File: config.mk
export PLATFORM = sky130hd
export DESIGN_NAME = go_back_n_sender_window_core
export DESIGN_NICKNAME = d
export VERILOG_FILES = /design/src/design/gbnsw_pkg.sv /design/src/design/gbnsw_ctrl.sv /design/src/design/gbnsw_dp.sv /design/src/design/go_back_n_sender_window_core.sv
export SDC_FILE = /design/constraint.sdc
export NUM_CORES = 1
export LEC_CHECK = 0
export BUFFER_PORTS_ARGS = -buffer_cell sky130_fd_sc_hd__clkbuf_2
export CAP_MARGIN = 20
export CORE_ASPECT_RATIO = 2
export CORE_MARGIN = 2
export CORE_UTILIZATION = 54
export CTS_CLUSTER_SIZE = 16
export DETAILED_ROUTE_END_ITERATION = 10
export PLACE_DENSITY_LB_ADDON = 0.12
export SLEW_MARGIN = 0
export SYNTH_ARGS = -nofsm -noshare
export SYNTH_HDL_FRONTEND = slang
export SYNTH_SLANG_ARGS = --single-unit
File: constraint.sdc
create_clock -name clk -period 13.31 [get_ports clk]
set_input_delay 0.6655 -clock clk [delete_from_list [all_inputs] [get_ports clk]]
set_output_delay 0.6655 -clock clk [all_outputs]
set_load 0.03 [all_outputs]
File: src/design/gbnsw_pkg.sv
// Package for the Go-Back-N sender window core.
// Holds field widths, event and register codes, item structs and control structs.
// No dependencies.
`default_nettype none

package gbnsw_pkg;

  localparam int SEQ_WIDTH      = 16;
  localparam int WIN_SIZE_W     = 5;
  localparam int CFG_IDX_W      = 1;
  localparam int CFG_DATA_W     = 16;
  localparam int DEF_MAX_WINDOW = 16;

  localparam logic [WIN_SIZE_W-1:0] WIN_SIZE_RST     = 5'd4;
  localparam logic [SEQ_WIDTH-1:0]  TOTAL_FRAMES_RST = 16'd8;

  localparam logic [1:0] REQ_POLL    = 2'd0;
  localparam logic [1:0] REQ_ACK     = 2'd1;
  localparam logic [1:0] REQ_TIMEOUT = 2'd2;

  localparam logic [CFG_IDX_W-1:0] CFG_WINDOW_SIZE  = 1'd0;
  localparam logic [CFG_IDX_W-1:0] CFG_TOTAL_FRAMES = 1'd1;

  typedef struct packed {
    logic [1:0]           req_type;
    logic [SEQ_WIDTH-1:0] ack_num;
  } in_item_t;

  typedef struct packed {
    logic                 frame_valid;
    logic [SEQ_WIDTH-1:0] seq_num;
    logic                 is_retransmit;
    logic                 ack_accepted;
    logic                 all_done;
    logic                 last;
  } out_item_t;

  typedef struct packed {
    logic accept;
    logic calc_limit;
    logic calc_count;
    logic emit;
  } ctrl_cmd_t;

  typedef struct packed {
    logic slot_free;
    logic final_item;
  } ctrl_sts_t;

endpackage

`default_nettype wire

File: src/design/gbnsw_ctrl.sv
// Controller state machine for the Go-Back-N sender window core.
// Sequences accept, two count stages and emission; depends on gbnsw_pkg.
`default_nettype none

module gbnsw_ctrl
  import gbnsw_pkg::*;
(
  input  wire logic      clk,
  input  wire logic      rst_n,
  input  wire logic      in_valid,
  output logic           in_ready,
  input  wire ctrl_sts_t sts,
  output ctrl_cmd_t      cmd
);

  localparam logic [1:0] ST_IDLE  = 2'd0;
  localparam logic [1:0] ST_LIMIT = 2'd1;
  localparam logic [1:0] ST_COUNT = 2'd2;
  localparam logic [1:0] ST_EMIT  = 2'd3;

  logic [1:0] state_r;
  logic [1:0] state_nxt;

  always_comb begin
    state_nxt = state_r;
    cmd       = '0;
    unique case (state_r)
      ST_IDLE: begin
        if (in_valid) begin
          cmd.accept = 1'b1;
          state_nxt  = ST_LIMIT;
        end
      end
      ST_LIMIT: begin
        cmd.calc_limit = 1'b1;
        state_nxt      = ST_COUNT;
      end
      ST_COUNT: begin
        cmd.calc_count = 1'b1;
        state_nxt      = ST_EMIT;
      end
      ST_EMIT: begin
        if (sts.slot_free) begin
          cmd.emit = 1'b1;
          if (sts.final_item) begin
            state_nxt = ST_IDLE;
          end
        end
      end
      default: begin
        state_nxt = ST_IDLE;
      end
    endcase
  end

  assign in_ready = (state_r == ST_IDLE);

  always_ff @(posedge clk) begin
    if (!rst_n) begin
      state_r <= ST_IDLE;
    end else begin
      state_r <= state_nxt;
    end
  end

endmodule

`default_nettype wire

File: src/design/gbnsw_dp.sv
// Datapath for the Go-Back-N sender window core.
// Holds configuration, window state, emission counters and the output register.
// Depends on gbnsw_pkg.
`default_nettype none

module gbnsw_dp
  import gbnsw_pkg::*;
#(
  parameter int MAX_WINDOW = DEF_MAX_WINDOW
)
(
  input  wire logic                  clk,
  input  wire logic                  rst_n,
  input  wire ctrl_cmd_t             cmd,
  output ctrl_sts_t                  sts,
  input  wire in_item_t              in_data,
  input  wire logic                  cfg_we,
  input  wire logic [CFG_IDX_W-1:0]  cfg_index,
  input  wire logic [CFG_DATA_W-1:0] cfg_wdata,
  input  wire logic                  out_ready,
  output logic                       out_valid,
  output out_item_t                  out_data
);

  localparam int CW = $clog2(MAX_WINDOW + 1);
  localparam int LW = SEQ_WIDTH + 1;
  localparam logic [CW-1:0] MAX_CNT = CW'(MAX_WINDOW);

  logic [WIN_SIZE_W-1:0] win_size_r, win_size_nxt;
  logic [SEQ_WIDTH-1:0]  total_r, total_nxt;
  logic [SEQ_WIDTH-1:0]  base_r, base_nxt;
  logic [SEQ_WIDTH-1:0]  next_r, next_nxt;
  logic [CW-1:0]         retx_left_r, retx_left_nxt;
  logic [CW-1:0]         tot_left_r, tot_left_nxt;
  logic                  out_valid_r, out_valid_nxt;

  logic [1:0]            req_r;
  logic                  ack_acc_r;
  logic                  done_r;
  logic [LW-1:0]         limit_r;
  logic [CW-1:0]         retx_cnt_r;
  logic [SEQ_WIDTH-1:0]  cur_r;
  out_item_t             out_r;

  logic                  ack_hit;
  logic                  done_c;
  logic [CW-1:0]         win_sat;
  logic [LW-1:0]         limit_sum;
  logic [LW-1:0]         limit_c;
  logic [SEQ_WIDTH-1:0]  outst;
  logic [CW-1:0]         retx_c;
  logic [LW-1:0]         avail;
  logic [CW-1:0]         room;
  logic [CW-1:0]         new_c;
  logic                  item_retx;
  out_item_t             item;

  assign ack_hit = (in_data.req_type == REQ_ACK) && (in_data.ack_num >= base_r) &&
                   (in_data.ack_num < next_r);

  always_comb begin
    done_c    = (base_r >= total_r);
    win_sat   = (32'(win_size_r) > 32'(MAX_WINDOW)) ? MAX_CNT : CW'(win_size_r);
    limit_sum = LW'(base_r) + LW'(win_sat);
    limit_c   = (limit_sum > LW'(total_r)) ? LW'(total_r) : limit_sum;
    outst     = next_r - base_r;
    if ((req_r == REQ_TIMEOUT) && !done_c) begin
      retx_c = (32'(outst) > 32'(MAX_WINDOW)) ? MAX_CNT : CW'(outst);
    end else begin
      retx_c = '0;
    end
  end

  always_comb begin
    if (!done_r && (limit_r > LW'(next_r))) begin
      avail = limit_r - LW'(next_r);
    end else begin
      avail = '0;
    end
    room  = MAX_CNT - retx_cnt_r;
    new_c = (avail > LW'(room)) ? room : CW'(avail);
  end

  always_comb begin
    item_retx          = (retx_left_r != '0);
    item.frame_valid   = (tot_left_r != '0);
    item.is_retransmit = item.frame_valid && item_retx;
    item.ack_accepted  = ack_acc_r;
    item.all_done      = done_r;
    item.last          = (tot_left_r <= CW'(1));
    if (!item.frame_valid) begin
      item.seq_num = '0;
    end else if (item_retx) begin
      item.seq_num = cur_r;
    end else begin
      item.seq_num = next_r;
    end
  end

  always_comb begin
    win_size_nxt  = win_size_r;
    total_nxt     = total_r;
    base_nxt      = base_r;
    next_nxt      = next_r;
    retx_left_nxt = retx_left_r;
    tot_left_nxt  = tot_left_r;
    out_valid_nxt = out_valid_r;
    if (cfg_we) begin
      unique case (cfg_index)
        CFG_WINDOW_SIZE:  win_size_nxt = cfg_wdata[WIN_SIZE_W-1:0];
        CFG_TOTAL_FRAMES: total_nxt    = cfg_wdata[SEQ_WIDTH-1:0];
        default: ;
      endcase
    end
    if (cmd.accept && ack_hit) begin
      base_nxt = in_data.ack_num + SEQ_WIDTH'(1);
    end
    if (cmd.calc_count) begin
      retx_left_nxt = retx_cnt_r;
      tot_left_nxt  = retx_cnt_r + new_c;
    end
    if (out_ready) begin
      out_valid_nxt = 1'b0;
    end
    if (cmd.emit) begin
      out_valid_nxt = 1'b1;
      if (item.frame_valid) begin
        tot_left_nxt = tot_left_r - CW'(1);
        if (item_retx) begin
          retx_left_nxt = retx_left_r - CW'(1);
        end else begin
          next_nxt = next_r + SEQ_WIDTH'(1);
        end
      end
    end
  end

  always_ff @(posedge clk) begin
    if (!rst_n) begin
      win_size_r  <= WIN_SIZE_RST;
      total_r     <= TOTAL_FRAMES_RST;
      base_r      <= '0;
      next_r      <= '0;
      retx_left_r <= '0;
      tot_left_r  <= '0;
      out_valid_r <= 1'b0;
    end else begin
      win_size_r  <= win_size_nxt;
      total_r     <= total_nxt;
      base_r      <= base_nxt;
      next_r      <= next_nxt;
      retx_left_r <= retx_left_nxt;
      tot_left_r  <= tot_left_nxt;
      out_valid_r <= out_valid_nxt;
    end
  end

  always_ff @(posedge clk) begin
    if (cmd.accept) begin
      req_r     <= in_data.req_type;
      ack_acc_r <= ack_hit;
    end
    if (cmd.calc_limit) begin
      done_r     <= done_c;
      limit_r    <= limit_c;
      retx_cnt_r <= retx_c;
      cur_r      <= base_r;
    end
    if (cmd.emit) begin
      out_r <= item;
      if (item.frame_valid && item_retx) begin
        cur_r <= cur_r + SEQ_WIDTH'(1);
      end
    end
  end

  assign sts.slot_free  = !out_valid_r || out_ready;
  assign sts.final_item = (tot_left_r <= CW'(1));
  assign out_valid      = out_valid_r;
  assign out_data       = out_r;

  // The window base never passes the next sequence number.
  a_base_le_next: assert property (@(posedge clk) disable iff (!rst_n)
    base_r <= next_r) else $error("window base passed next sequence");

  // Resends pending never exceed the items pending.
  a_retx_le_tot: assert property (@(posedge clk) disable iff (!rst_n)
    retx_left_r <= tot_left_r) else $error("resend count exceeds pending count");

  // No event produces more than a full window of results.
  a_tot_bound: assert property (@(posedge clk) disable iff (!rst_n)
    tot_left_r <= MAX_CNT) else $error("pending count exceeds window limit");

  // A retransmitted item always names a frame.
  a_retx_valid: assert property (@(posedge clk) disable iff (!rst_n)
    (out_valid_r && out_r.is_retransmit) |-> out_r.frame_valid)
    else $error("retransmit flag on status item");

endmodule

`default_nettype wire

File: src/design/go_back_n_sender_window_core.sv
// Top level of the Go-Back-N sender window core.
// Instantiates gbnsw_ctrl and gbnsw_dp; depends on gbnsw_pkg.
//
//   Channel   Direction  Handshake            Payload
//   in_       input      in_valid/in_ready    in_item_t (req_type, ack_num)
//   out_      output     out_valid/out_ready  out_item_t (frame_valid ... last)
//   cfg_      input      cfg_we               cfg_index, cfg_wdata
//
// An event yields n results, n from 1 to MAX_WINDOW: the IDLE state accepts it and
// applies the ack, the LIMIT and COUNT states size the window, then EMIT puts one
// result per cycle into the output register while the output is not stalled.
// Reset is synchronous and active low; it restores the register defaults.
// A stalled output holds the emitter; a new event is taken as soon as the
// last result of the previous one sits in the output register.
`default_nettype none

module go_back_n_sender_window_core
  import gbnsw_pkg::*;
#(
  parameter int MAX_WINDOW = DEF_MAX_WINDOW
)
(
  input  wire logic                  clk,
  input  wire logic                  rst_n,
  input  wire logic                  in_valid,
  output logic                       in_ready,
  input  wire in_item_t              in_data,
  output logic                       out_valid,
  input  wire logic                  out_ready,
  output out_item_t                  out_data,
  input  wire logic                  cfg_we,
  input  wire logic [CFG_IDX_W-1:0]  cfg_index,
  input  wire logic [CFG_DATA_W-1:0] cfg_wdata
);

  ctrl_cmd_t cmd;
  ctrl_sts_t sts;

  gbnsw_ctrl u_ctrl (
    .clk      (clk),
    .rst_n    (rst_n),
    .in_valid (in_valid),
    .in_ready (in_ready),
    .sts      (sts),
    .cmd      (cmd)
  );

  gbnsw_dp #(
    .MAX_WINDOW (MAX_WINDOW)
  ) u_dp (
    .clk       (clk),
    .rst_n     (rst_n),
    .cmd       (cmd),
    .sts       (sts),
    .in_data   (in_data),
    .cfg_we    (cfg_we),
    .cfg_index (cfg_index),
    .cfg_wdata (cfg_wdata),
    .out_ready (out_ready),
    .out_valid (out_valid),
    .out_data  (out_data)
  );

endmodule

`default_nettype wire
# After elaboration in Yosys (flattened, before gate mapping)

Cells that the tools add are included.

Word-level logic and storage cells: 99
Output and inout bits: 23
Register bits after elaboration: 129
Input bits: 40

Mux-type cells: 28
Magnitude comparators: 9
Add/subtract/negate cells: 10
Equal/unequal tests: 8
Reduce and logical (&&, ||, !) cells: 19
Bitwise logic cells: 3

Operators by type and width:

| kind                    | number |
|---|---|
| $mux W16                | 5 |
| $mux W5                 | 10 |
| $add A16 B1 Y16 const B | 3 |
| $gt A17 B16 Y1          | 2 |
| $ge A16 B16 Y1          | 2 |
| $add A16 B5 Y17         | 1 |
| $gt A17 B5 Y1           | 1 |
| $mux W17                | 1 |
| $sub A17 B16 Y17        | 1 |
| $gt A16 B5 Y1 const B   | 1 |
| $lt A16 B16 Y1          | 1 |
| $sub A16 B16 Y16        | 1 |
| $reduce_bool A5 Y1      | 2 |
| $sub A5 B1 Y5 const B   | 2 |
| $mux W1                 | 8 |
| $pmux W2 S4             | 1 |
| $eq A2 B2 Y1 const B    | 3 |
| $logic_and A1 B1 Y1     | 6 |
| $mux W2                 | 3 |
| $ne A2 B2 Y1 const B    | 3 |
| $reduce_and A3 Y1       | 2 |
| $add A5 B5 Y5           | 1 |
| $gt A5 B5 Y1 const B    | 1 |
| $le A5 B1 Y1 const B    | 1 |
| 9 further kinds         | 15 |

# Logic depth before layout (Yosys ltp)

Depth after elaboration: 9
Gate-level depth with buffers: 28
Gate-level depth less buffers: 27

# Hierarchy

Synthesis repeated with hierarchy kept, for this count alone.

Cell total of the unflattened synthesis: 1142
Area, all modules: 9650.5 µm²

By module, submodules not included:

| module     | area an instance (µm²) | cells each | times used | sequential area each (µm²) |
|---|---|---|---|---|
| gbnsw_dp   | 9475.3                 | 1124       | 1          | 3012.9 |
| gbnsw_ctrl | 175.2                  | 18         | 1          | 40.0 |

# Worst setup path after synthesis

No wires, ideal clock.

Path kind: register to register
Start: register u_dp.next_r[1]
End: register u_dp.tot_left_r[4]
Stages on the path, launching flop included: 28
Library setup time: 121 ps
Clock period less this slack: 5720 ps
Data arrival time: 5599 ps
Setup slack: 7590 ps
Data required time: 13189 ps
Path buffers: 0
Cells stage by stage: dfxtp_1 inv_1 ha_1 nor2b_1 o31a_1 o21ai_1 a21o_1 a31oi_1 o21ai_0 a211o_1 inv_1 ha_1 a21oi_1 a21boi_0 o32ai_1 o41ai_1 nor4_1 o2111ai_1 nor4_4 nor2_1 a22o_1 ha_1 fa_1 a21o_1 a21oi_1 nand2_1 nor3_1 nor3_2

Longest elaborated chain between the ends: 9
Elaborated cells on any way between the ends: 10
Classes of those cells: add/sub: 2; order compare: 2; mux: 5; reduce/logical: 1

RTL lines:

| what                   | RTL line        | text |
|---|---|---|
| start, declared        | gbnsw_dp.sv:32  | `logic [SEQ_WIDTH-1:0] next_r, next_nxt;` |
| start signal, assigned | gbnsw_dp.sv:151 | `next_r <= next_nxt;` |
| $gt A17 B16 Y1         | gbnsw_dp.sv:75  | `if (!done_r && (limit_r > LW'(next_r))) begin` |
| $logic_and A1 B1 Y1    | gbnsw_dp.sv:75  |  |
| $mux W17 (*)           | gbnsw_dp.sv:75  |  |
| $gt A17 B5 Y1          | gbnsw_dp.sv:81  | `new_c = (avail > LW'(room)) ? room : CW'(avail);` |
| $mux W5 (*)            | gbnsw_dp.sv:81  |  |
| $add A5 B5 Y5 (*)      | gbnsw_dp.sv:120 | `tot_left_nxt = retx_cnt_r + new_c;` |
| $mux W5 (*)            | gbnsw_dp.sv:118 | `if (cmd.calc_count) begin` |
| $mux W5                | gbnsw_dp.sv:127 | `if (item.frame_valid) begin` |
| $mux W5 (*)            | gbnsw_dp.sv:125 | `if (cmd.emit) begin` |
| end signal, assigned   | gbnsw_dp.sv:153 | `tot_left_r <= tot_left_nxt;` |
| end, declared          | gbnsw_dp.sv:34  | `logic [CW-1:0] tot_left_r, tot_left_nxt;` |

Mark *: on every way between the ends. The rest lies on a longest branch, timed or not.
A chain may end at the register's enable or synchronous reset.

# Worst setup path in the final report

Same ends and word-level chain as after synthesis.

==> impl_metrics.json <==
{
  "floorplan.initialDensity_pct": 54.8,
  "vias_in_the_first_global_route": 8314,
  "run_status": "complete, no violations",
  "timing_worst_slew_pin_value_ns": 1.04,
  "total_inserted_antenna_cells": 0,
  "critical_path.most_common_cell": "sky130_fd_sc_hd__ha_1",
  "post_synth_num_cell_types": 73,
  "die_height_um": 193,
  "ff_latch_area_sq_mm": 0.00305,
  "worst_skew_pair.late_latency_ns": 0.42,
  "overall_via_count_from_detail_route": 8545,
  "die-area_sq_mm": 0.0190,
  "rsz0062_at_grt": "no",
  "synth-seq-cells": 129,
  "detail-route-antenna-nets": 0,
  "synth.cell_area_sq_mm": 0.00964,
  "first_pass_grt_wire_length_mm": 42.9,
  "crit_fanout": 7,
  "dpl.hpwl_mm": 21.3,
  "fp.coreArea_sq_mm": 0.0176,
  "synthesis.area_per_instance_sq_um": 8.60,
  "worst_hold_path_type": "reg2reg",
  "max_cap_violations": 0,
  "cts_root_buf": "sky130_fd_sc_hd__clkbuf_16",
  "grt_max_degree": 43,
  "cts.clk_slew.worst_paths_ns": 0.06,
  "path_buf_inv": 2,
  "pin_count": 63,
  "detail_route.vias_per_cell": 6.11,
  "synth_cells": 1121,
  "startpoint_type": "register",
  "postCtsSetupRepairBufs": 0,
  "fp.dieW_um": 98.5,
  "fin_crit_sh_pct": 50.4,
  "number_of_enable_type_register_cells_in_the_synthesized_netlist": 47,
  "grt_usage_pct": 29.1,
  "final_core_util_pct": 60.8,
  "async_reset_ff_share_pct": 0,
  "worstPathArrival_ns": 7.02,
  "timing.final.max_slew_violations": 0,
  "timing.critical_path.to_type": "register",
  "post-synth-top-area-fraction_pct": 17.0,
  "post_cts_resized": 0,
  "timing.hold.worst_path_depth": 0,
  "fraction_of_the_yosys_area_taken_by_sequential_cells_pct": 31.7,
  "cts_hold_repair.buffers": 0,
  "layout-area-overhead-vs-synth_pct": 11.1,
  "cts_tree": "built",
  "finalSetupTns_ns": 0,
  "detail_route.iter0.violations": 577,
  "critical-path-slowest-cell": "sky130_fd_sc_hd__o21ai_0",
  "gp_routability_congestion": 0.922,
  "post-synth-top-count-cell": "sky130_fd_sc_hd__nand2_1",
  "cts_bufs_inserted": 17,
  "number_of_inserted_filler_cells_in_the_final_layout": 1643,
  "criticalPathCategory": "reg2reg",
  "synth.cells.most_frequent": "sky130_fd_sc_hd__nand2_1 (122), sky130_fd_sc_hd__ha_1 (120), sky130_fd_sc_hd__a21oi_1 (100)",
  "finalWorstPathRequiredPeriod_ns": 6.71,
  "clk_buf_depth": 2,
  "count_of_h_tree_levels_built_during_cts": 4,
  "floorplan.rows": 69,
  "ir_drop_mv": 0.121,
  "synth.area.top_cells": "sky130_fd_sc_hd__dfxtp_1 (17%), sky130_fd_sc_hd__ha_1 (16%), sky130_fd_sc_hd__edfxtp_1 (15%)",
  "grt_remaining_overflow": 0,
  "clock_sink_count": 129,
  "antenna_found_initial": 0,
  "wl_mm": 27.1,
  "placement.io_buffers": 62,
  "worst_setup_skew_after_layout_ns": 0.00738,
  "maxClockFrequency_mhz": 149,
  "layout-drive-gt1-share_pct": 11.2,
  "critical_path_depth": 27,
  "finalHoldViolCount": 0,
  "routed_wire_length_per_instance_um": 19.4,
  "detailedRoute.firstPassIterationCount": 5,
  "worst_path_largest_cell_delay_ns": 0.58,
  "cellPowerDensity_mw_per_mm2": 169,
  "timing.critical_path.max_delay_family": "compound AO/OA/AOI/OAI gates",
  "worst-endpoint-required_ns": 13.62,
  "synth_nets": 1285,
  "slew_headroom_pct": 30.9,
  "multiInputGateArea_sq_mm": 0.00611,
  "ys.warnings.count": 0,
  "nets": 1336,
  "r2r.worst_path.cells": 27,
  "synthFlopType": "sky130_fd_sc_hd__dfxtp_1",
  "synth_largest_area_cell": "sky130_fd_sc_hd__dfxtp_1",
  "report.final.setup_viol": 0,
  "drt_drc_violations_left": 0,
  "power.leakage_nw": 4.31
}
[cell families (layout without fill, tap and decap cells)]
family | after synthesis | count (layout) | share of synthesized area (%)
AND/OR/NAND/NOR | 375 | 375 | 18.6
AO/OA/AOI/OAI | 285 | 285 | 20.0
flip-flops | 129 | 129 | 31.7
adder cells (fa/ha/maj) | 124 | 124 | 16.4
buffers and inverters | 123 | 187 | 5.05
XOR/XNOR | 56 | 56 | 5.09
multiplexers | 28 | 28 | 3.11
other | 1 | 1 | 0.0389
[layer usage]
layer	routed length [um]	share of wire (%)	global-route usage (%)	vias up
li1	-	-	-	4176
met3	1290	4.7	3.60	71
met2	13900	51	52.0	295
met1	10400	38	33.2	4003
met4	1560	5.7	16.4	0
met5	0	0	0	-
[path summary, 6_finish.rpt]
path,slack [ns],endpoint,from
setup / recovery,6.60,u_dp.tot_left_r[4]$_SDFF_PN0_,u_dp.next_r[1]$_SDFFE_PN0P_
hold / removal,0.42,u_dp.out_data[2]$_DFFE_PP_,u_dp.ack_acc_r$_DFFE_PP_
setup reg to reg,6.60,u_dp.tot_left_r[4]$_SDFF_PN0_,u_dp.next_r[1]$_SDFFE_PN0P_
hold reg to reg,0.42,u_dp.out_data[2]$_DFFE_PP_,u_dp.ack_acc_r$_DFFE_PP_
[per-stage QoR]
| stage | instances | hold WS, ns | worst slack [ns] | instance area [sq um] | power (mW) |
|---|---|---|---|---|---|
| floorplan | 1121 | 0.400 | 7.59 | 9640 | 1.12 |
| global placement | 1365 | 0.419 | 7.04 | 10100 | 1.31 |
| detailed placement | 1365 | 0.410 | 6.71 | 10100 | 1.32 |
| CTS | 1397 | 0.422 | 6.68 | 10700 | 1.81 |
| global route | 1398 | 0.422 | 6.00 | 10700 | 1.92 |
| finish | 1398 | 0.423 | 6.60 | 10700 | 1.81 |
[placed cells by master (no fill, tap or decap), types with 33 or more instances in the layout]
| master | netlist | routed |
|---|---|---|
| sky130_fd_sc_hd__o21ai_0 | 33 | 33 |
| sky130_fd_sc_hd__xnor2_1 | 37 | 37 |
| sky130_fd_sc_hd__inv_1 | 85 | 85 |
| sky130_fd_sc_hd__a21oi_1 | 100 | 100 |
| sky130_fd_sc_hd__ha_1 | 120 | 120 |
| sky130_fd_sc_hd__nor2_1 | 88 | 88 |
| sky130_fd_sc_hd__edfxtp_1 | 47 | 47 |
| sky130_fd_sc_hd__clkbuf_2 | 0 | 62 |
| sky130_fd_sc_hd__nand2_1 | 122 | 122 |
| sky130_fd_sc_hd__dfxtp_1 | 82 | 82 |
[cell type report]
type	instances	share of cell area (%)
inverter	86	3.01
timing repair buffer	69	3.39
sequential	129	28.5
multi-input combinational	869	57.0
clock inverter	9	1.23
clock buffer	23	4.37
tap	213	2.49
[power breakdown]
group / switching [mW] / internal (mW) / total (mW) / leakage [nW]
registers: 0.0674 / 0.500 / 0.567 / 1.11
clock network: 0.176 / 0.304 / 0.481 / 0.283
logic: 0.470 / 0.289 / 0.759 / 2.91
[sequential cells by signal (all words and copies together), names as in the netlist]
signal	count
u_dp.base_r	16
u_dp.retx_left_r	5
u_dp.next_r	16
u_dp.out_valid	1
u_dp.ack_acc_r	1
u_dp.req_r	2
u_dp.limit_r	17
u_dp.tot_left_r	5
u_ctrl.state_r	2
u_dp.out_data	21
u_dp.cur_r	16
u_dp.done_r	1
u_dp.win_size_r	5
u_dp.retx_cnt_r	5
u_dp.total_r	16
(Power assumes the default switching activity.)
